==> config.mk <==
export PLATFORM = sky130hd
export DESIGN_NAME = rmea_cordic_cell
export DESIGN_NICKNAME = d
export VERILOG_FILES = /design/src/design/rotation_matrix_to_euler_angles_core_defines.svh /design/src/design/rmea_pkg.sv /design/src/design/rmea_cordic_cell.sv
export SDC_FILE = /design/constraint.sdc
export NUM_CORES = 1
export LEC_CHECK = 0
export BUFFER_PORTS_ARGS = -buffer_cell sky130_fd_sc_hd__buf_4
export CAP_MARGIN = 15
export CORE_ASPECT_RATIO = 0.7
export CORE_MARGIN = 5
export CORE_UTILIZATION = 50
export CTS_BUF_LIST = sky130_fd_sc_hd__clkbuf_2 sky130_fd_sc_hd__clkbuf_4 sky130_fd_sc_hd__clkbuf_8
export DETAILED_ROUTE_END_ITERATION = 8
export GPL_TIMING_DRIVEN = 1
export PLACE_DENSITY = 0.72
export SLEW_MARGIN = 20
export SYNTH_ARGS = -nofsm -noshare
export SYNTH_HDL_FRONTEND = slang
export SYNTH_SLANG_ARGS = --single-unit
==> constraint.sdc <==
create_clock -name clk -period 7.9 [get_ports clk]
set_clock_uncertainty 0.15 [all_clocks]
set_input_delay 0.395 -clock clk [delete_from_list [all_inputs] [get_ports clk]]
set_output_delay 0.395 -clock clk [all_outputs]
set_load 0.005 [all_outputs]
==> src/design/rotation_matrix_to_euler_angles_core_defines.svh <==
// ----------------------------------------------------------------------------
// Assertion macros for the rotation matrix to Euler angles core
// Concurrent checks clocked on clk, disabled while rst_n is low.
// ----------------------------------------------------------------------------
`ifndef ROTATION_MATRIX_TO_EULER_ANGLES_CORE_DEFINES_SVH
`define ROTATION_MATRIX_TO_EULER_ANGLES_CORE_DEFINES_SVH

// antecedent implies consequent in the same cycle
`define RMEA_ASSERT_IMP(lbl, ante, cons, msg) \
  lbl: assert property (@(posedge clk) disable iff (!rst_n) (ante) |-> (cons)) \
    else $error(msg);

// condition holds at every edge
`define RMEA_ASSERT_ALWAYS(lbl, cond, msg) \
  `RMEA_ASSERT_IMP(lbl, 1'b1, cond, msg)

`endif

==> src/design/rmea_pkg.sv <==
// ----------------------------------------------------------------------------
// rmea_pkg
// Types and constants shared by the Euler angle core and its cells.
// ----------------------------------------------------------------------------
`default_nettype none

package rmea_pkg;

  localparam int SQ_STAGES = 19;   // one root bit per cell
  localparam int CO_STAGES = 16;   // CORDIC vectoring iterations

  // atan(2^-i) in 1/65536 degree
  localparam logic [21:0] ATAN_TAB [CO_STAGES] = '{
    22'd2949120, 22'd1740967, 22'd919879, 22'd466945,
    22'd234379,  22'd117305,  22'd58666,  22'd29335,
    22'd14668,   22'd7334,    22'd3667,   22'd1833,
    22'd917,     22'd458,     22'd229,    22'd115
  };

  localparam logic [1:0] AX_X = 2'd0;
  localparam logic [1:0] AX_Y = 2'd1;
  localparam logic [1:0] AX_Z = 2'd2;

  typedef struct packed {
    logic [20:0] rem;
    logic [18:0] root;
    logic [37:0] rad;
  } sq_t;

  typedef struct packed {
    logic signed [33:0] x;
    logic signed [33:0] y;
    logic signed [25:0] z;
    logic               zero;
  } lane_t;

endpackage

`default_nettype wire

==> src/design/rmea_cordic_cell.sv <==
// ----------------------------------------------------------------------------
// rmea_cordic_cell
// One CORDIC vectoring iteration, registered; stage sets shift and angle.
// ----------------------------------------------------------------------------
`default_nettype none

module rmea_cordic_cell (
  input  wire logic           clk,
  input  wire logic [3:0]     stage,
  input  wire rmea_pkg::lane_t d,
  output rmea_pkg::lane_t      q_r
);
  import rmea_pkg::*;

  logic signed [33:0] dx;
  logic signed [33:0] dy;
  logic signed [25:0] t;
  lane_t              q_nxt;

  always_comb begin
    dx         = d.x >>> stage;
    dy         = d.y >>> stage;
    t          = signed'({4'b0000, ATAN_TAB[stage]});
    q_nxt.zero = d.zero;
    if (d.y < 0) begin
      q_nxt.x = d.x - dy;
      q_nxt.y = d.y + dx;
      q_nxt.z = d.z - t;
    end else begin
      q_nxt.x = d.x + dy;
      q_nxt.y = d.y - dx;
      q_nxt.z = d.z + t;
    end
  end

  always_ff @(posedge clk) begin
    q_r <= q_nxt;
  end

endmodule

`default_nettype wire

==> results.txt, run 1 <==
----------------------------------------------------
[Outcome]
  Run status ... finished, final reports clean

[Critical path]
  Crit path buf inv count ... 2
  Critical Path Start ... stage[3]
  Most frequent cell on the critical path ... sky130_fd_sc_hd__o21a_1
  CP max FO ... 65
  Crit start category ... input pin
  Kind of critical path ... in -> reg
  Number of gates on the worst path with buffers counted ... 22
  Category of the worst setup path capture point ... register
  Critical path destination ... q_r[60]
  Critical path arrival ... 6.63 ns
  Slowest CP cell ... sky130_fd_sc_hd__mux4_2
  Kind of cell adding the most delay to the critical path ... compound AO/OA/AOI/OAI gates
  Data required time of the critical path ... 8.09 ns
  Crit path cell chain ... buf_4 -> buf_4 -> mux4_2 -> a222oi_1 -> o21ai_0 -> nand4b_1 -> nor3_1 -> nand2_1 -> nor2_1 -> a31oi_1 -> xor2_1 -> ha_1 -> nand4_1 -> a211o_1 -> or3_1 -> o32ai_1 -> o21a_1 -> o21a_1 -> o21a_1 -> o41ai_1 -> o21ai_0 -> xnor2_1
  CP max stage delay ... 0.60 ns

[STA]
  Endpoints failing hold ... 0
  Setup repair after global routing missed its margin ... no
  Share of the cycle needed by the critical path after routing ... approximately four fifths
  Total of endpoints with negative setup slack in the final report ... 0
  Actual transition at the worst max-transition pin ... 0.999 ns
  Normalized max-slew margin ... around a third
  Slew Limit Fails ... 0
  Setup Total Neg Slack ... 0 ns
  Minimum clock period after layout ... 6.44 ns
  Max frequency ... 0.155 GHz

[GRT]
  Overall overflow remaining after global route ... 0
  Pin count of the biggest net entering global routing ... 66
  Overall routing resource usage ... 27.1%
  First-pass GRT wire length ... 61.7 mm
  Vias in the first global route ... 11338
  Initial antenna violation count ... 0

[Layout]
  Number of flip-flops under the largest register name ... 95
  Post-layout net count ... around 1800
  Layout Utilization ... 57.6%
  Area Overhead vs Synth ... 14.4%
  Area of the multi-input gates ... 0.00979 mm2
  Combined flip-flop and latch cell area ... between 0.0015 and 0.002 mm2
  Largest registers ... q_r x95
  Total of fill cells in the finished design ... 2280
  Fraction of final layout cells sized beyond drive strength 1 ... 21.1%
  Top register by number of flip-flops ... q_r
  Most used cells in the layout excluding fill and tap cells ... sky130_fd_sc_hd__buf_4, sky130_fd_sc_hd__nor2_1, sky130_fd_sc_hd__nand2_1
  Antenna fix cells ... 0
  Most common cell after layout, fill and taps aside ... sky130_fd_sc_hd__buf_4

[Clocking]
  Hold-fix buffers, CTS ... 1
  Post-CTS setup-driven buffer insertion count ... 0
  Total CTS buffers ... 9
  Clock transition at the registers of the reported paths ... 0.10 ns
  Cts repair resizes ... 0
  CTS H-tree depth ... 3
  Clock sink count ... 95
  Deepest clock path buffer count ... 2
  Buffer type at the clock tree root ... sky130_fd_sc_hd__clkbuf_8
  TritonCTS clock tree ... yes

[Floorplanning]
  Die area ... 0.0279 mm2
  FP Rows ... 48
  Height of the chip ... 141 um
  CORE AREA ... 0.0244 mm2
  Initial Util ... 50.3%
  I/O Pins ... just under 200
  Width of the die ... approximately 200 um

[Power]
  Worst vdd ir ... 0.123 mV
  P per Cell Area ... between 150 and 200 mW/mm2
  Leakage power ... between 6 and 7 nW

[Logic synthesis]
  Synth Flop Type ... sky130_fd_sc_hd__dfxtp_1
  Total number of yosys warnings ... 0
  Area fraction of the dominant cell type after synthesis ... 15.5%
  Mean cell area of the mapped netlist ... 8.25 um2
  Number of distinct library cells after synthesis ... 85
  Number of cells produced by synthesis ... 1491
  #FFs+latches synth ... 95
  Fraction of registers with async set or reset after synthesis ... 0%
  Post-Synthesis Cell Area ... 0.0123 mm2
  Syn nets ... approximately 1700
  Cell type with the largest total area after synthesis ... sky130_fd_sc_hd__dfxtp_1
  Post-synthesis sequential area ratio ... 15.5%
  Area contributors post-synth ... sky130_fd_sc_hd__dfxtp_1, sky130_fd_sc_hd__mux4_2, sky130_fd_sc_hd__ha_1
  Number of flops mapped to enable cells by yosys ... 0

[Detailed routing]
  Remaining routing DRC violations ... 0
  Vias per cell ... 6.29
  Antenna Nets Post-Route ... 0
  Count of TritonRoute iterations in the first routing pass ... 6
  Final WL ... 39.0 mm
  Avg WL per Cell ... 19.9 um
  Routed via count ... about 12000
  Count of routing violations after the opening detailed-route iteration ... ~1400

[Placed design]
  Final weighted congestion of routability-driven global placement ... approximately 0.98
  Total half-perimeter wirelength after legalization and detailed placement ... 30.9 mm
  Number of I/O port buffers ... 194

[Min path]
  Worst min-delay path category ... in -> reg

[Flow run]
  Reported max-cap violation count ... 0

----------------------------------------------------
## power breakdown
| part | total (mW) | leakage [nW] | internal, mW | switching, mW |
|---|---|---|---|---|
| sequential | 0.749 | 0.802 | 0.691 | 0.0577 |
| combinational | 1.63 | 5.14 | 0.794 | 0.834 |
| clock | 0.355 | 0.104 | 0.159 | 0.196 |
| total | 2.73 | 6.05 | 1.64 | 1.09 |
## final cells by class
cell class / instances / share of cell area [%]
clock buffers: 10 / 0.977
inverters: 52 / 1.39
clock inverters: 6 / 0.515
well taps: 325 / 2.89
flip-flops and latches: 95 / 13.5
repair buffers: 206 / 11.2
multi-input cells: 1263 / 69.5
## worst min path at each step
| stage | endpoint | cells after the start | slack (ns) | startpoint |
|---|---|---|---|---|
| after floorplan | q_r[0] | 0 | 0.27 | d[0] |
| after global placement | q_r[0] | 1 | 0.35 | d[0] |
| after detailed placement | q_r[0] | 1 | 0.35 | d[0] |
| after CTS | q_r[27] | 2 | 0.07 | d[27] |
| after global routing | q_r[27] | 2 | 0.08 | d[27] |
| final | q_r[27] | 2 | 0.08 | d[27] |
## cells in the mapped netlist, types with 9 or more instances
master and count:
sky130_fd_sc_hd__o21a_1 27, sky130_fd_sc_hd__buf_2 19, sky130_fd_sc_hd__buf_1 19, sky130_fd_sc_hd__xor2_1 67, sky130_fd_sc_hd__nand2b_1 17, sky130_fd_sc_hd__mux2_2 31
sky130_fd_sc_hd__a31oi_1 32, sky130_fd_sc_hd__o21ai_0 81, sky130_fd_sc_hd__nand3_1 17, sky130_fd_sc_hd__clkbuf_1 31, sky130_fd_sc_hd__and3_1 20, sky130_fd_sc_hd__nand2_1 131
sky130_fd_sc_hd__dfxtp_1 95, sky130_fd_sc_hd__o211ai_1 14, sky130_fd_sc_hd__and2_1 14, sky130_fd_sc_hd__o22ai_1 10, sky130_fd_sc_hd__mux4_2 69, sky130_fd_sc_hd__mux2i_1 34
sky130_fd_sc_hd__nor2_1 135, sky130_fd_sc_hd__a21o_1 29, sky130_fd_sc_hd__nor3_1 37, sky130_fd_sc_hd__nor2b_1 18, sky130_fd_sc_hd__xnor2_1 92, sky130_fd_sc_hd__a211oi_1 15
sky130_fd_sc_hd__a21oi_1 130, sky130_fd_sc_hd__ha_1 98, sky130_fd_sc_hd__o21bai_1 9, sky130_fd_sc_hd__inv_1 51
## logic make-up (layout without fill, tap and decap cells)
kind of cell    count (synthesis)  count (layout)  share of synthesized area, %
compound gates                427             427                          22.1
flops                          95              95                          15.5
simple gates                  435             435                          16.5
mux                           141             141                          19.2
fa+ha+maj                     101             101                          10.5
xor+xnor                      159             159                          11.3
buf+inv                       133             274                          4.96
## stage by stage
stage / total power [mW] / instance area (um2) / setup slack, ns / hold WS [ns] / instances
2_1_floorplan: 1.75 / 12300 / 2.30 / 0.273 / 1491
6_report: 2.73 / 14100 / 1.46 / 0.0848 / 1957
4_1_cts: 2.74 / 14100 / 1.58 / 0.0712 / 1957
5_1_grt: 2.94 / 14100 / 0.990 / 0.0805 / 1957
3_5_place_dp: 2.37 / 13900 / 1.18 / 0.351 / 1940
3_3_place_gp: 2.35 / 13900 / 1.21 / 0.350 / 1940
## layer usage
| layer | routed length [um] | global-route usage, % |
|---|---|---|
| met3 | 4270 | 6.22 |
| met1 | 17700 | 40.8 |
| met5 | 0 | 0 |
| met2 | 16600 | 40.1 |
| met4 | 561 | 4.96 |
Note: power is estimated with default switching activity, not from simulation.
==> run 2: changes to the inputs <==
Clock period 7.9 ns to 6.67 ns, I/O delays scaled along.
==> results.txt, run 2 (synthesis results as in run 1) <==
----------------------------------------------------
[Outcome]
  Run status ... finished, final reports clean

[Floorplanning]
  Width of the die ... 198 um (unchanged)
  Initial Util ... 50.3% (unchanged)
  I/O Pins ... 195 (unchanged)
  CORE AREA ... 0.0244 mm2 (unchanged)
  Die area ... 0.0279 mm2 (unchanged)
  Height of the chip ... 141 um (unchanged)
  FP Rows ... 48 (unchanged)

[STA]
  Actual transition at the worst max-transition pin ... 0.761 ns (-0.238 ns)
  Share of the cycle needed by the critical path after routing ... 95.0%
  Total of endpoints with negative setup slack in the final report ... 0 (unchanged)
  Min Hold Slack ... 0.0655 ns (-0.0193 ns)
  Setup repair after global routing missed its margin ... no
  Minimum clock period after layout ... 6.33 ns
  Normalized max-slew margin ... 49.1% (+17 points)
  Endpoints failing hold ... 0 (unchanged)
  Slew Limit Fails ... 0 (unchanged)
  Setup Total Neg Slack ... 0 ns (unchanged)
  Max frequency ... between 0.15 and 0.2 GHz

[Critical path]
  Crit path buf inv count ... 2 (unchanged)
  Data required time of the critical path ... 6.86 ns (-1.23 ns)
  CP max FO ... 36 (-45%)
  Slowest CP cell ... sky130_fd_sc_hd__mux4_2
  Critical path arrival ... 6.52 ns (-0.11 ns)
  Category of the worst setup path capture point ... register
  Most frequent cell on the critical path ... sky130_fd_sc_hd__o21a_1
  CP max stage delay ... 0.59 ns (about the same)
  Kind of cell adding the most delay to the critical path ... compound AO/OA/AOI/OAI gates
  Crit path cell chain ... buf_4 -> buf_4 -> mux4_2 -> nor3_1 -> a21oi_1 -> a21oi_2 -> nand4b_1 -> nor3_1 -> nand2_1 -> nor2_1 -> a31oi_1 -> xor2_1 -> ha_1 -> nand4_1 -> a211o_1 -> or3_1 -> o32ai_1 -> o21a_1 -> o21a_1 -> o21a_1 -> o41ai_1 -> o21ai_0 -> xnor2_1
  Kind of critical path ... in -> reg
  Crit start category ... input pin

[Detailed routing]
  Routed via count ... 12333 (+0.15%)
  Detail Route met3 WL ... 4.16 mm (-2.4%)
  Antenna Nets Post-Route ... 0 (unchanged)
  Count of TritonRoute iterations in the first routing pass ... 5 (-1)
  Final WL ... 40.8 mm (+4.6%)
  Count of routing violations after the opening detailed-route iteration ... 1336 (-1.4%)
  Highest routed layer ... met4
  Met2 WL post-DR ... 17.3 mm (+4.6%)
  Avg WL per Cell ... 20.6 um (+3.4%)
  Remaining routing DRC violations ... 0 (unchanged)
  WL met1 ... 18.9 mm (+7.0%)
  Vias per cell ... 6.23 (-0.97%)

[Clocking]
  Clock sink count ... 95 (unchanged)
  TritonCTS clock tree ... yes
  Clock transition at the registers of the reported paths ... 0.09 ns (about the same)
  Total CTS buffers ... 9 (unchanged)
  Buffer type at the clock tree root ... sky130_fd_sc_hd__clkbuf_8
  Hold-fix buffers, CTS ... 2 (+1)
  CTS H-tree depth ... 3 (unchanged)
  Post-CTS setup-driven buffer insertion count ... 0 (unchanged)
  Deepest clock path buffer count ... 2 (unchanged)
  Cts repair resizes ... 0 (unchanged)

[Layout]
  Area Overhead vs Synth ... 15.5%
  Most used cells in the layout excluding fill and tap cells ... sky130_fd_sc_hd__buf_4, sky130_fd_sc_hd__nor2_1, sky130_fd_sc_hd__nand2_1
  Antenna fix cells ... 0 (unchanged)
  Top register by number of flip-flops ... q_r
  Final design instance area without fill ... 0.0142 mm2 (+0.97%)
  Number of flip-flops under the largest register name ... 95 (unchanged)
  Post-layout net count ... 1850 (+1.2%)
  Most common cell after layout, fill and taps aside ... sky130_fd_sc_hd__buf_4
  Largest registers ... q_r x95
  Number of non-filler instances in the completed layout ... 1979 (+1.1%)
  Fraction of final layout cells sized beyond drive strength 1 ... 22.1% (+0.99 points)

[Power]
  Worst vdd ir ... 0.146 mV (+19%)
  Design Power ... 3.23 mW (+18%)
  Leakage power ... 6.14 nW (+1.6%)
  P per Cell Area ... 227 mW/mm2 (+17%)

[Min path]
  WHS Endpoint ... q_r[2]
  Worst min-delay path category ... in -> reg
  Startpoint of the lowest-slack hold path ... d[2]
  Hold path cells ... 2 (unchanged)

[Placed design]
  Count of placed standard cells including taps ... 1961 (+1.1%)
  Standard cell area after detailed placement ... 0.0140 mm2 (+1.0%)
  Number of I/O port buffers ... 194 (unchanged)
  Final weighted congestion of routability-driven global placement ... 0.928 (-5.7%)
  Total half-perimeter wirelength after legalization and detailed placement ... 32.1 mm (+3.7%)

[GRT]
  Overall routing resource usage ... 28.2% (+1.0 points)
  First-pass GRT wire length ... 63.3 mm (+2.6%)
  Initial antenna violation count ... 0 (unchanged)
  Vias in the first global route ... 11371 (+0.29%)
  Pin count of the biggest net entering global routing ... 54 (-18%)
  Overall overflow remaining after global route ... 0 (unchanged)

[Flow run]
  Reported max-cap violation count ... 0 (unchanged)

----------------------------------------------------
-- run 2: cell types whose count changed in the layout (fill, tap and decap cells not counted), sizes merged --
cell / before / now
buf: 205 / 226
bufinv: 1 / 0
clkbuf: 10 / 11
clkinv: 0 / 4
clkinvlp: 1 / 0
dlygate4sd3: 1 / 2
inv: 56 / 53
-- run 2: worst max path at each step --
| stage | from | end | depth (start not counted) |
|---|---|---|---|
| 2_1_floorplan | stage[1] | q_r[25] | 25 |
| 3_3_place_gp | stage[0] | q_r[58] | 23 |
| 3_5_place_dp | stage[0] | q_r[58] | 23 |
| 4_1_cts | stage[0] | q_r[60] | 23 |
| 5_1_grt | stage[0] | q_r[60] | 23 |
| 6_report | stage[0] | q_r[60] | 23 |
-- run 2: power breakdown --
group          leakage, nW  internal (mW)  switching (mW)
clock               0.0999          0.159           0.239
combinational         5.24          0.950           0.996
sequential           0.802          0.818          0.0681
total                 6.14           1.93            1.30
-- run 2: per-layer routing --
layer | vias to the layer above | GRT usage [%]
li1 | 5849 | -
met1 | 5852 | 42.7
met2 | 593 | 40.6
met3 | 39 | 7.60
met4 | 0 | 4.89
met5 | - | 0
-- run 2: area by class of cell --
type / count / area (um2)
inverter: 52 / 195
clock inverter: 5 / 40.0
fill: 2239 / 10200
clock buffer: 11 / 151
multi-input combinational: 1263 / 9790
timing repair buffer: 228 / 1730
sequential: 95 / 1900
tap: 325 / 407
-- run 2: metrics by stage --
stage          util, %  setup WS [ns]
6_report          58.2          0.335
5_1_grt           58.2          0.121
4_1_cts           58.2          0.588
3_5_place_dp      57.3          0.173
3_3_place_gp      57.3          0.320
2_1_floorplan        -           1.13
