### src/design/rotation_matrix_to_euler_angles_core_defines.svh
// ----------------------------------------------------------------------------
// Assertion macros for the rotation matrix to Euler angles core
// Concurrent checks clocked on clk, disabled while rst_n is low.
// ----------------------------------------------------------------------------
`ifndef ROTATION_MATRIX_TO_EULER_ANGLES_CORE_DEFINES_SVH
`define ROTATION_MATRIX_TO_EULER_ANGLES_CORE_DEFINES_SVH

// antecedent implies consequent in the same cycle
`define RMEA_ASSERT_IMP(lbl, ante, cons, msg) \
  lbl: assert property (@(posedge clk) disable iff (!rst_n) (ante) |-> (cons)) \
    else $error(msg);

// condition holds at every edge
`define RMEA_ASSERT_ALWAYS(lbl, cond, msg) \
  `RMEA_ASSERT_IMP(lbl, 1'b1, cond, msg)

`endif

### src/design/rmea_pkg.sv
// ----------------------------------------------------------------------------
// rmea_pkg
// Types and constants shared by the Euler angle core and its cells.
// ----------------------------------------------------------------------------
`default_nettype none

package rmea_pkg;

  localparam int SQ_STAGES = 19;   // one root bit per cell
  localparam int CO_STAGES = 16;   // CORDIC vectoring iterations

  // atan(2^-i) in 1/65536 degree
  localparam logic [21:0] ATAN_TAB [CO_STAGES] = '{
    22'd2949120, 22'd1740967, 22'd919879, 22'd466945,
    22'd234379,  22'd117305,  22'd58666,  22'd29335,
    22'd14668,   22'd7334,    22'd3667,   22'd1833,
    22'd917,     22'd458,     22'd229,    22'd115
  };

  localparam logic [1:0] AX_X = 2'd0;
  localparam logic [1:0] AX_Y = 2'd1;
  localparam logic [1:0] AX_Z = 2'd2;

  typedef struct packed {
    logic [20:0] rem;
    logic [18:0] root;
    logic [37:0] rad;
  } sq_t;

  typedef struct packed {
    logic signed [33:0] x;
    logic signed [33:0] y;
    logic signed [25:0] z;
    logic               zero;
  } lane_t;

endpackage

`default_nettype wire

### src/design/rmea_sqrt_cell.sv
// ----------------------------------------------------------------------------
// rmea_sqrt_cell
// One digit step of the square root recurrence, registered.
// ----------------------------------------------------------------------------
`default_nettype none

module rmea_sqrt_cell (
  input  wire logic         clk,
  input  wire rmea_pkg::sq_t d,
  output rmea_pkg::sq_t      q_r
);
  import rmea_pkg::*;

  logic [22:0] rem2;
  logic [22:0] trial;
  logic        ge;
  sq_t         q_nxt;

  always_comb begin
    rem2       = {d.rem, d.rad[37:36]};
    trial      = {2'b00, d.root, 2'b01};
    ge         = (rem2 >= trial);
    q_nxt.rem  = ge ? 21'(rem2 - trial) : rem2[20:0];
    q_nxt.root = {d.root[17:0], ge};
    q_nxt.rad  = {d.rad[35:0], 2'b00};
  end

  always_ff @(posedge clk) begin
    q_r <= q_nxt;
  end

endmodule

`default_nettype wire

### config.mk
export PLATFORM = sky130hd
export DESIGN_NAME = rmea_sqrt_cell
export DESIGN_NICKNAME = d
export VERILOG_FILES = /design/src/design/rotation_matrix_to_euler_angles_core_defines.svh /design/src/design/rmea_pkg.sv /design/src/design/rmea_sqrt_cell.sv
export SDC_FILE = /design/constraint.sdc
export NUM_CORES = 1
export LEC_CHECK = 0
export BUFFER_PORTS_ARGS = -buffer_cell sky130_fd_sc_hd__buf_2
export CAP_MARGIN = 20
export CORE_MARGIN = 3
export CORE_UTILIZATION = 44
export CTS_BUF_LIST = sky130_fd_sc_hd__clkbuf_16
export DETAILED_ROUTE_END_ITERATION = 12
export GPL_TIMING_DRIVEN = 0
export PLACE_DENSITY = 0.83
export SETUP_SLACK_MARGIN = 0.3
export SKIP_CTS_REPAIR_TIMING = 1
export SYNTH_ARGS = -nofsm -noshare
export SYNTH_HDL_FRONTEND = slang
export SYNTH_SLANG_ARGS = --single-unit
### constraint.sdc
create_clock -name clk -period 2.8 [get_ports clk]
set_input_delay 0.56 -clock clk [delete_from_list [all_inputs] [get_ports clk]]
set_output_delay 0.56 -clock clk [all_outputs]
set_load 0.03 [all_outputs]
==> metrics.log, run 1 <==
INFO  metric final_cell_count_no_fill = 538
INFO  metric cellInternalPower = 0.002342 W
INFO  metric timing_worst_setup_path_type = input port to flip-flop
INFO  metric ioPinCount = 157
INFO  metric diodes = 0
INFO  metric wl = 7617 µm
INFO  metric yosys.area.top_type = dfxtp_1
INFO  metric synthDistinctLibCells = 39
INFO  metric top_regs = q_r: 76 flops
INFO  metric yosysSeqAreaShare = 52.12%
INFO  metric post-synth-top-area-fraction = 52.12%
INFO  metric drt-met1-wl = 2843 µm
INFO  metric layout-area-overhead-vs-synth = 42.52%
INFO  metric syn_inst = 289
INFO  metric timing.final.hold_violations = 0
INFO  metric cts_bufs_inserted = 9
INFO  metric floorplan.die.width = 87.45 µm
INFO  metric synth.area.top_cells = dfxtp_1 52%, ha_1 9.0%, nand2_1 5.0%, o21ai_2 3.3%, xnor2_1 3.3%
INFO  metric finalNetCount = 556
INFO  metric route.detailed.wl_per_inst = 14.16 µm
INFO  metric synth_most_common_cell = dfxtp_1
INFO  metric run_status = completed
INFO  metric post_drt_via_cell_ratio = 4.941
INFO  metric power_switching_share = 29.54%
INFO  metric worst_ep_arrival_time = 2.62 ns
INFO  metric wire_length_of_the_first_global_routing_pass = 11410 µm
INFO  metric postRouteAntennaNets = 0
INFO  metric critPathMaxFanout = 7
INFO  metric drt_pass1_iterations = 4
INFO  metric grt_max_degree = 15
INFO  metric drt-initial-drc-count = 78
INFO  metric cp_cell_sequence = buf_2, inv_1, ha_1, buf_2, a21oi_2, o21ai_1, a221oi_2, nand4_1, o21ai_4, buf_4, inv_2, mux2_4
INFO  metric grt.overflow.total = 0
INFO  metric worstPathRequired = 3.01 ns
INFO  metric area.sequential = 1521 µm²
INFO  metric dpl.hpwl = 6005 µm
INFO  metric maximum_buffer_depth_of_the_clock_tree = 2
INFO  metric coreArea = 6386 µm²
INFO  metric biggest_register = q_r
INFO  metric htree_num_levels = 3
INFO  metric rows = 29
INFO  metric synthArstFlopShare = 0%
INFO  metric power_frac_clock = 39.8%
INFO  metric drc_errors = 0
INFO  metric wl_met3 = 782 µm
INFO  metric number_of_antenna_violations_at_the_first_check_in_global_routing = 0
INFO  metric port-buffer-count = 154
INFO  metric dr_wl_met2 = 3909 µm
INFO  metric post-route-min-period = 2.409 ns
INFO  metric gp_congestion = 0.8524
INFO  metric hold_crit_class = input port to flip-flop
INFO  metric clock_tree_from_tritoncts = done
INFO  metric number_of_global_route_vias_before_repair = 2465
INFO  metric critical-path-max-stage-delay = 0.32 ns
INFO  metric worstSetupEndpointType = flip-flop
INFO  metric yosys_warnings = 0
INFO  metric synth.cell_area = 2919 µm²
INFO  metric ir_worst_vdd = 0.4809 mV
INFO  metric min_period_over_period = 86.04%
INFO  metric max_freq = 415.1 MHz
INFO  metric worst_path_most_repeated_cell = buf_2
INFO  metric total_leakage_power = 2.091 nW
INFO  metric clkSlewWorstSetupHoldPaths = 0.06 ns
INFO  metric worstSetupStartpointType = input port
INFO  metric switchingPower = 0.0009821 W
INFO  metric top_layer_used = met4
INFO  metric largest_reg_flops = 76
INFO  metric number_of_enable_flip_flop_cells_after_synthesis = 0
INFO  metric initial_core_util = 45.71%
INFO  metric detailroute.via_count = 2658
INFO  metric synth_seq_cells = 76
INFO  metric die_height = 87.45 µm
INFO  metric power_per_cell_area = 799.1 nW/µm²
INFO  metric layout.filler_cells = 536
INFO  metric cts_num_sinks = 76
INFO  metric design.die.area = 7648 µm²
INFO  metric post_route_cells_drive_above_1_share = 43.82%
INFO  metric cts-root-buf = clkbuf_16
INFO  metric rsz_0062_raised_after_global_routing = no
INFO  metric track_usage = 19.32%
INFO  metric pwr-share-comb = 23.5%
INFO  metric p_seq_share = 36.7%
INFO  metric netlist_top_cells_count = 76 x dfxtp_1, 39 x nand2_1, 24 x inv_1, 21 x ha_1, 19 x a21oi_1
INFO  metric setup_viol = 0
INFO  metric whs_path_depth = 1
INFO  metric multi_input_comb_area = 1251 µm²
INFO  metric syn_avg_cell_area = 10.10 µm²
INFO  metric slew_viol_final = 0
INFO  metric ys.flop_type = dfxtp_1
INFO  metric cap_viol_max_count = 0
INFO  metric fin_setup_tns = 0 ns
INFO  metric numPlacedInstances = 521
INFO  metric timing.critical_path.slowest_stage_cell = a221oi_2
## layout make-up
class | count | share of cell area [%]
Multi-Input combinational cell | 180 | 30.08
Inverter | 25 | 2.256
Buffer | 9 | 1.714
Timing Repair Buffer | 155 | 18.71
Sequential cell | 76 | 36.57
Clock buffer | 9 | 5.414
Clock inverter | 7 | 2.947
Tap cell | 77 | 2.316
## cell usage in the layout (no fill, tap or decap), types with 2 or more instances in the layout
master     Yosys  final
a21oi_1       19     17
a21o_1         3      3
nor2_1         9      9
o21ai_1        4      4
nand3_1        4      4
inv_1         24     24
ha_1          21     21
o21ai_2       11     10
o211ai_1       2      2
o21ai_0       18     18
clkbuf_16      0      9
o2111ai_1      2      2
nand2_1       39     39
buf_4          3      4
xor2_1         9      9
dfxtp_1       76     76
a31oi_1        2      2
buf_6          3      3
nor3_1         4      4
xnor2_1       11     11
bufinv_16      0      3
nand2b_1       3      3
nand4_1        3      3
a21oi_2        1      3
buf_2          2    156
conb_1         1      2
## power by group through the flow
stage | clock, W | sequential, W | combinational [W]
after global placement | 0 | 0.00124 | 0.000766
final | 0.00132 | 0.00122 | 0.000783
after global routing | 0.00140 | 0.00123 | 0.000845
after detailed placement | 0 | 0.00124 | 0.000775
after floorplan | 0 | 0.00148 | 0.000298
after CTS | 0.00135 | 0.00122 | 0.000783
## cells by family (layout without fill, tap and decap cells)
family	Yosys count	count (layout)	synth area share [%]
xor+xnor	20	20	6.001
flops	76	76	52.12
buf+inv	34	205	5.658
fa+ha+maj	21	21	9.001
simple gates	66	66	9.688
mux	1	1	0.5142
compound gates	70	70	16.89
other cells	1	2	0.1285
## critical path, delay by kind of cell
family	cells	cell delay (ns)
buffers and inverters	5	0.48
adders and majority gates	1	0.27
AOI/OAI and AO/OA	4	0.85
and+or+nand+nor	1	0.19
muxes	1	0.28
## through the flow
step / power (W) / area [µm²] / worst slack [ns] / util (%) / hold slack (ns)
4_1_cts: 0.003351 / 4138 / 0.3658 / 64.79 / 0.3253
3_3_place_gp: 0.002007 / 3790 / 0.08630 / 59.35 / 0.6624
5_1_grt: 0.003471 / 4160 / 0.3070 / 65.15 / 0.3225
2_1_floorplan: 0.001782 / 2923 / 0.4662 / - / 0.5877
6_report: 0.003325 / 4160 / 0.3908 / 65.15 / 0.3326
3_5_place_dp: 0.002020 / 3790 / 0.04055 / 59.35 / 0.6636
## per-layer routing
metal  vias to the layer above  track usage, %
met1                      1218           20.80
met4                         0           5.160
met2                       118           35.14
met5                         -               0
met3                         8           7.285
li1                       1314               -
## final timing paths
check | end | startpoint | slack, ns
setup / recovery | q_r[65] | d[48] | 0.39
hold / removal | q_r[6] | d[4] | 0.33
Note: power is estimated with default switching activity, not from simulation.
==> inputs of run 2 (changes only) <==
--- a/config.mk
+++ b/config.mk
@@ -12,7 +12,9 @@
 export CTS_BUF_LIST = sky130_fd_sc_hd__clkbuf_16
 export DETAILED_ROUTE_END_ITERATION = 12
 export GPL_TIMING_DRIVEN = 0
+export MAX_ROUTING_LAYER = met4
 export PLACE_DENSITY = 0.83
+export REMOVE_ABC_BUFFERS = 1
 export SETUP_SLACK_MARGIN = 0.3
 export SKIP_CTS_REPAIR_TIMING = 1
 export SYNTH_ARGS = -nofsm -noshare
==> metrics.log, run 2 (synthesis results as in run 1) <==
INFO  metric design.die.area = 7648 µm²
INFO  metric finalNetCount = 550
INFO  metric dpl_worst_slack = -0.4261 ns
INFO  metric worstSetupStartpointType = input port
INFO  metric post_drt_via_cell_ratio = 4.741
INFO  metric wire_length_of_the_first_global_routing_pass = 10850 µm
INFO  metric maximum_buffer_depth_of_the_clock_tree = 2
INFO  metric rows = 29
INFO  metric postRouteAntennaNets = 0
INFO  metric grt_max_degree = 27
INFO  metric largest_reg_flops = 76
INFO  metric run_status = completed
INFO  metric die_height = 87.45 µm
INFO  metric gp_congestion = 0.8041
INFO  metric cts_num_sinks = 76
INFO  metric wl = 7238 µm
INFO  metric worst_ep_arrival_time = 2.60 ns
INFO  metric number_of_global_route_vias_before_repair = 2320
INFO  metric worstPathRequired = 3.01 ns
INFO  metric number_of_antenna_violations_at_the_first_check_in_global_routing = 0
INFO  metric total_leakage_power = 2.047 nW
INFO  metric drc_errors = 0
INFO  metric diodes = 0
INFO  metric top_regs = q_r: 76 flops
INFO  metric clkSlewWorstSetupHoldPaths = 0.06 ns
INFO  metric drt_pass1_iterations = 4
INFO  metric final.setup.worst_slack = 0.4147 ns
INFO  metric coreArea = 6386 µm²
INFO  metric initial_core_util = 45.71%
INFO  metric stdcell_area = 4116 µm²
INFO  metric fin_util = 64.46%
INFO  metric layout-area-overhead-vs-synth = 41.02%
INFO  metric route.detailed.wl_per_inst = 13.61 µm
INFO  metric biggest_register = q_r
INFO  metric layout.filler_cells = 567
INFO  metric post_route_cells_drive_above_1_share = 43.52%
INFO  metric final_cell_mix = 154 x buf_2, 76 x dfxtp_1, 39 x nand2_1
INFO  metric worstSetupEndpointType = flip-flop
INFO  metric slew_viol_final = 0
INFO  metric post-route-min-period = 2.385 ns
INFO  metric placed_area = 3754 µm²
INFO  metric grt.overflow.total = 0
INFO  metric cap_viol_max_count = 0
INFO  metric timing.final.hold_violations = 0
INFO  metric port-buffer-count = 154
INFO  metric timing_worst_setup_path_type = input port to flip-flop
INFO  metric setup_viol = 0
INFO  metric rsz_0062_raised_after_global_routing = no
INFO  metric detailroute.via_count = 2522
INFO  metric ir_worst_vdd = 0.6360 mV
INFO  metric track_usage = 18.93%
INFO  metric whs_path_depth = 1
INFO  metric power_per_cell_area = 779.9 nW/µm²
INFO  metric hold_crit_class = input port to flip-flop
INFO  metric critPathMaxFanout = 13
INFO  metric cts-root-buf = clkbuf_16
INFO  metric p_total = 0.003210 W
INFO  metric commonest_non_fill_non_tap_cell_in_the_layout = buf_2
INFO  metric min_period_over_period = 85.19%
INFO  metric ioPinCount = 157
INFO  metric dpl.hpwl = 5783 µm
INFO  metric floorplan.die.width = 87.45 µm
INFO  metric htree_num_levels = 3
INFO  metric max_freq = 419.2 MHz
INFO  metric drt-initial-drc-count = 43
INFO  metric clock_tree_from_tritoncts = done
INFO  metric cts_bufs_inserted = 9
## run 2: changes by cell type in the layout (fill, tap and decap cells not counted), moves of 2 or more
cell and change:
buf_4 -2, ha_1 -2, buf_2 -2, ha_2 +2, buf_6 -2
## run 2: final cells by class
class,count,area (µm²),share of cell area (%)
Inverter,25,93.84,2.280
Sequential cell,76,1521,36.96
Timing Repair Buffer,158,822.0,19.97
Clock inverter,7,91.34,2.219
Clock buffer,9,225.2,5.471
Tap cell,77,96.34,2.340
Multi-Input combinational cell,180,1266,30.76
## run 2: power by group
part           switching (W)  total [W]  internal [W]
logic               0.000506   0.000774      0.000268
clock network       0.000441    0.00122      0.000777
registers          0.0000227    0.00122       0.00120
## run 2: metal layers
metal	track usage, %	part of all wire (%)	vias up
met4	7.531	1.1	0
met3	5.109	8.6	8
met5	-	0	-
met1	20.67	40	1109
li1	-	-	1298
met2	32.47	50	107
## run 2: path summary, 6_finish.rpt
kind | slack (ns) | from | end
setup / recovery | 0.41 | d[50] | q_r[65]
hold / removal | 0.33 | d[3] | q_r[5]
## run 2: stage by stage
step,hold WS [ns],setup TNS [ns],cells
3_5_place_dp,0.6643,-2.716,513
5_1_grt,0.3170,0,532
4_1_cts,0.3259,-0.08947,529
3_3_place_gp,0.6623,-19.60,512
2_1_floorplan,0.5877,-4.130,281
6_report,0.3332,0,532
## run 2: worst max-delay path, stage by stage
cell and delay [ns]:
buf_2 0.10, inv_1 0.05, ha_2 0.32, a21oi_2 0.19, o21ai_1 0.13, a221oi_2 0.30
nand4_1 0.19, o21ai_4 0.23, clkbuf_16 0.19, inv_2 0.04, mux2_4 0.28
==> inputs of run 3 (changes only) <==
--- a/config.mk
+++ b/config.mk
@@ -11,12 +11,14 @@
 export CORE_UTILIZATION = 44
 export CTS_BUF_LIST = sky130_fd_sc_hd__clkbuf_16
 export DETAILED_ROUTE_END_ITERATION = 12
+export GPL_ROUTABILITY_DRIVEN = 1
 export GPL_TIMING_DRIVEN = 0
 export MAX_ROUTING_LAYER = met4
-export PLACE_DENSITY = 0.83
+export PLACE_DENSITY_LB_ADDON = 0.2
 export REMOVE_ABC_BUFFERS = 1
 export SETUP_SLACK_MARGIN = 0.3
 export SKIP_CTS_REPAIR_TIMING = 1
+export SLEW_MARGIN = 20
 export SYNTH_ARGS = -nofsm -noshare
 export SYNTH_HDL_FRONTEND = slang
 export SYNTH_SLANG_ARGS = --single-unit
==> metrics.log, run 3 (synthesis results as in run 1) <==
INFO  metric run_status = completed
INFO  metric post-route-min-period = 2.371 ns
INFO  metric initial_core_util = 45.71%
INFO  metric worst_ep_arrival_time = 2.59 ns
INFO  metric dpl.hpwl = 5542 µm
INFO  metric htree_num_levels = 3
INFO  metric drt_pass1_iterations = 4
INFO  metric clock_tree_from_tritoncts = done
INFO  metric cp_cell_sequence = buf_2, inv_1, ha_2, a21oi_2, o21ai_1, a221oi_2, nand4_1, o21ai_4, buf_12, inv_2, mux2_4
INFO  metric critical-path-max-stage-delay = 0.32 ns
INFO  metric total_leakage_power = 2.073 nW
INFO  metric final_cell_count_no_fill = 535
INFO  metric critPathMaxFanout = 11
INFO  metric stdcell_area = 4170 µm²
INFO  metric postRouteAntennaNets = 0
INFO  metric rsz_0062_raised_after_global_routing = no
INFO  metric cap_viol_max_count = 0
INFO  metric final_cell_mix = 154 x buf_2, 76 x dfxtp_1, 39 x nand2_1
INFO  metric placed_area = 3754 µm²
INFO  metric wire_length_of_the_first_global_routing_pass = 10520 µm
INFO  metric timing_worst_setup_path_type = input port to flip-flop
INFO  metric finalNetCount = 553
INFO  metric commonest_non_fill_non_tap_cell_in_the_layout = buf_2
INFO  metric design.die.area = 7648 µm²
INFO  metric power_frac_clock = 37.8%
INFO  metric top_regs = q_r: 76 flops
INFO  metric clkSlewWorstSetupHoldPaths = 0.06 ns
INFO  metric multi_input_comb_area = 1280 µm²
INFO  metric max_freq = 421.8 MHz
INFO  metric fin_util = 65.30%
INFO  metric post_route_cells_drive_above_1_share = 43.89%
INFO  metric largest_reg_flops = 76
INFO  metric cts_num_sinks = 76
INFO  metric cts-root-buf = clkbuf_16
INFO  metric whs = 0.3338 ns
INFO  metric power_switching_share = 30.11%
INFO  metric power_per_cell_area = 772.4 nW/µm²
INFO  metric setup_viol = 0
INFO  metric layout.filler_cells = 546
INFO  metric track_usage = 18.46%
INFO  metric drc_errors = 0
INFO  metric numPlacedInstances = 513
INFO  metric grt.overflow.total = 0
INFO  metric worstSetupStartpointType = input port
INFO  metric ir_worst_vdd = 0.5770 mV
INFO  metric p_seq_share = 37.9%
INFO  metric diodes = 0
INFO  metric number_of_global_route_vias_before_repair = 2223
INFO  metric min_period_over_period = 84.68%
INFO  metric ioPinCount = 157
INFO  metric maximum_buffer_depth_of_the_clock_tree = 2
INFO  metric timing.critical_path.slowest_stage_cell = a221oi_2
INFO  metric gp_congestion = 0.8195
INFO  metric worstPathRequired = 3.01 ns
INFO  metric cts_bufs_inserted = 9
INFO  metric die_height = 87.45 µm
INFO  metric timing.final.hold_violations = 0
INFO  metric cellInternalPower = 0.002251 W
INFO  metric biggest_register = q_r
INFO  metric drt-initial-drc-count = 30
INFO  metric floorplan.die.width = 87.45 µm
INFO  metric rows = 29
INFO  metric number_of_antenna_violations_at_the_first_check_in_global_routing = 0
INFO  metric area.sequential = 1521 µm²
INFO  metric route.detailed.wl_per_inst = 13.45 µm
INFO  metric pwr-share-comb = 24.3%
INFO  metric p_total = 0.003221 W
INFO  metric hold_crit_class = input port to flip-flop
INFO  metric slew_viol_final = 0
INFO  metric port-buffer-count = 154
INFO  metric wl = 7198 µm
INFO  metric post_drt_via_cell_ratio = 4.680
INFO  metric worstSetupEndpointType = flip-flop
INFO  metric coreArea = 6386 µm²
INFO  metric switchingPower = 0.0009699 W
INFO  metric layout-area-overhead-vs-synth = 42.86%
INFO  metric detailroute.via_count = 2504
INFO  metric grt_max_degree = 24
[run 3: path summary, 6_finish.rpt]
check             start  endpoint  slack (ns)  cells after the start
setup / recovery  d[50]   q_r[65]        0.43                     11
hold / removal    d[21]   q_r[23]        0.33                      1
[run 3: final cells by class]
class,instances,share of cell area (%)
Clock buffer,9,5.401
Clock inverter,7,2.220
Inverter,25,2.250
Multi-Input combinational cell,181,30.69
Sequential cell,76,36.48
Tap cell,77,2.310
Timing Repair Buffer,160,20.64
[run 3: metal layers]
layer	wire (µm)	track usage, %
met1	2955	20.89
met2	3545	31.16
met3	636	5.771
met4	60	5.439
met5	0	-
[run 3: power by group through the flow]
stage	combinational (W)	clock (W)	sequential [W]
after global routing	0.000846	0.00130	0.00123
after CTS	0.000766	0.00124	0.00122
after detailed placement	0.000763	0	0.00124
after floorplan	0.000284	0	0.00148
final	0.000784	0.00122	0.00122
after global placement	0.000745	0	0.00124
[run 3: critical path, delay by kind of cell]
kind,cells,cell delay [ns]
compound gates,4,0.85
buf+inv,4,0.34
mux,1,0.28
simple gates,1,0.23
fa+ha+maj,1,0.31
[run 3: per-stage QoR]
stage | setup WS [ns] | setup TNS [ns]
after floorplan | -0.3694 | -4.130
after global placement | -0.9581 | -17.77
after detailed placement | -0.2595 | -2.655
after CTS | 0.07341 | 0
after global routing | 0.3106 | 0
final | 0.4291 | 0
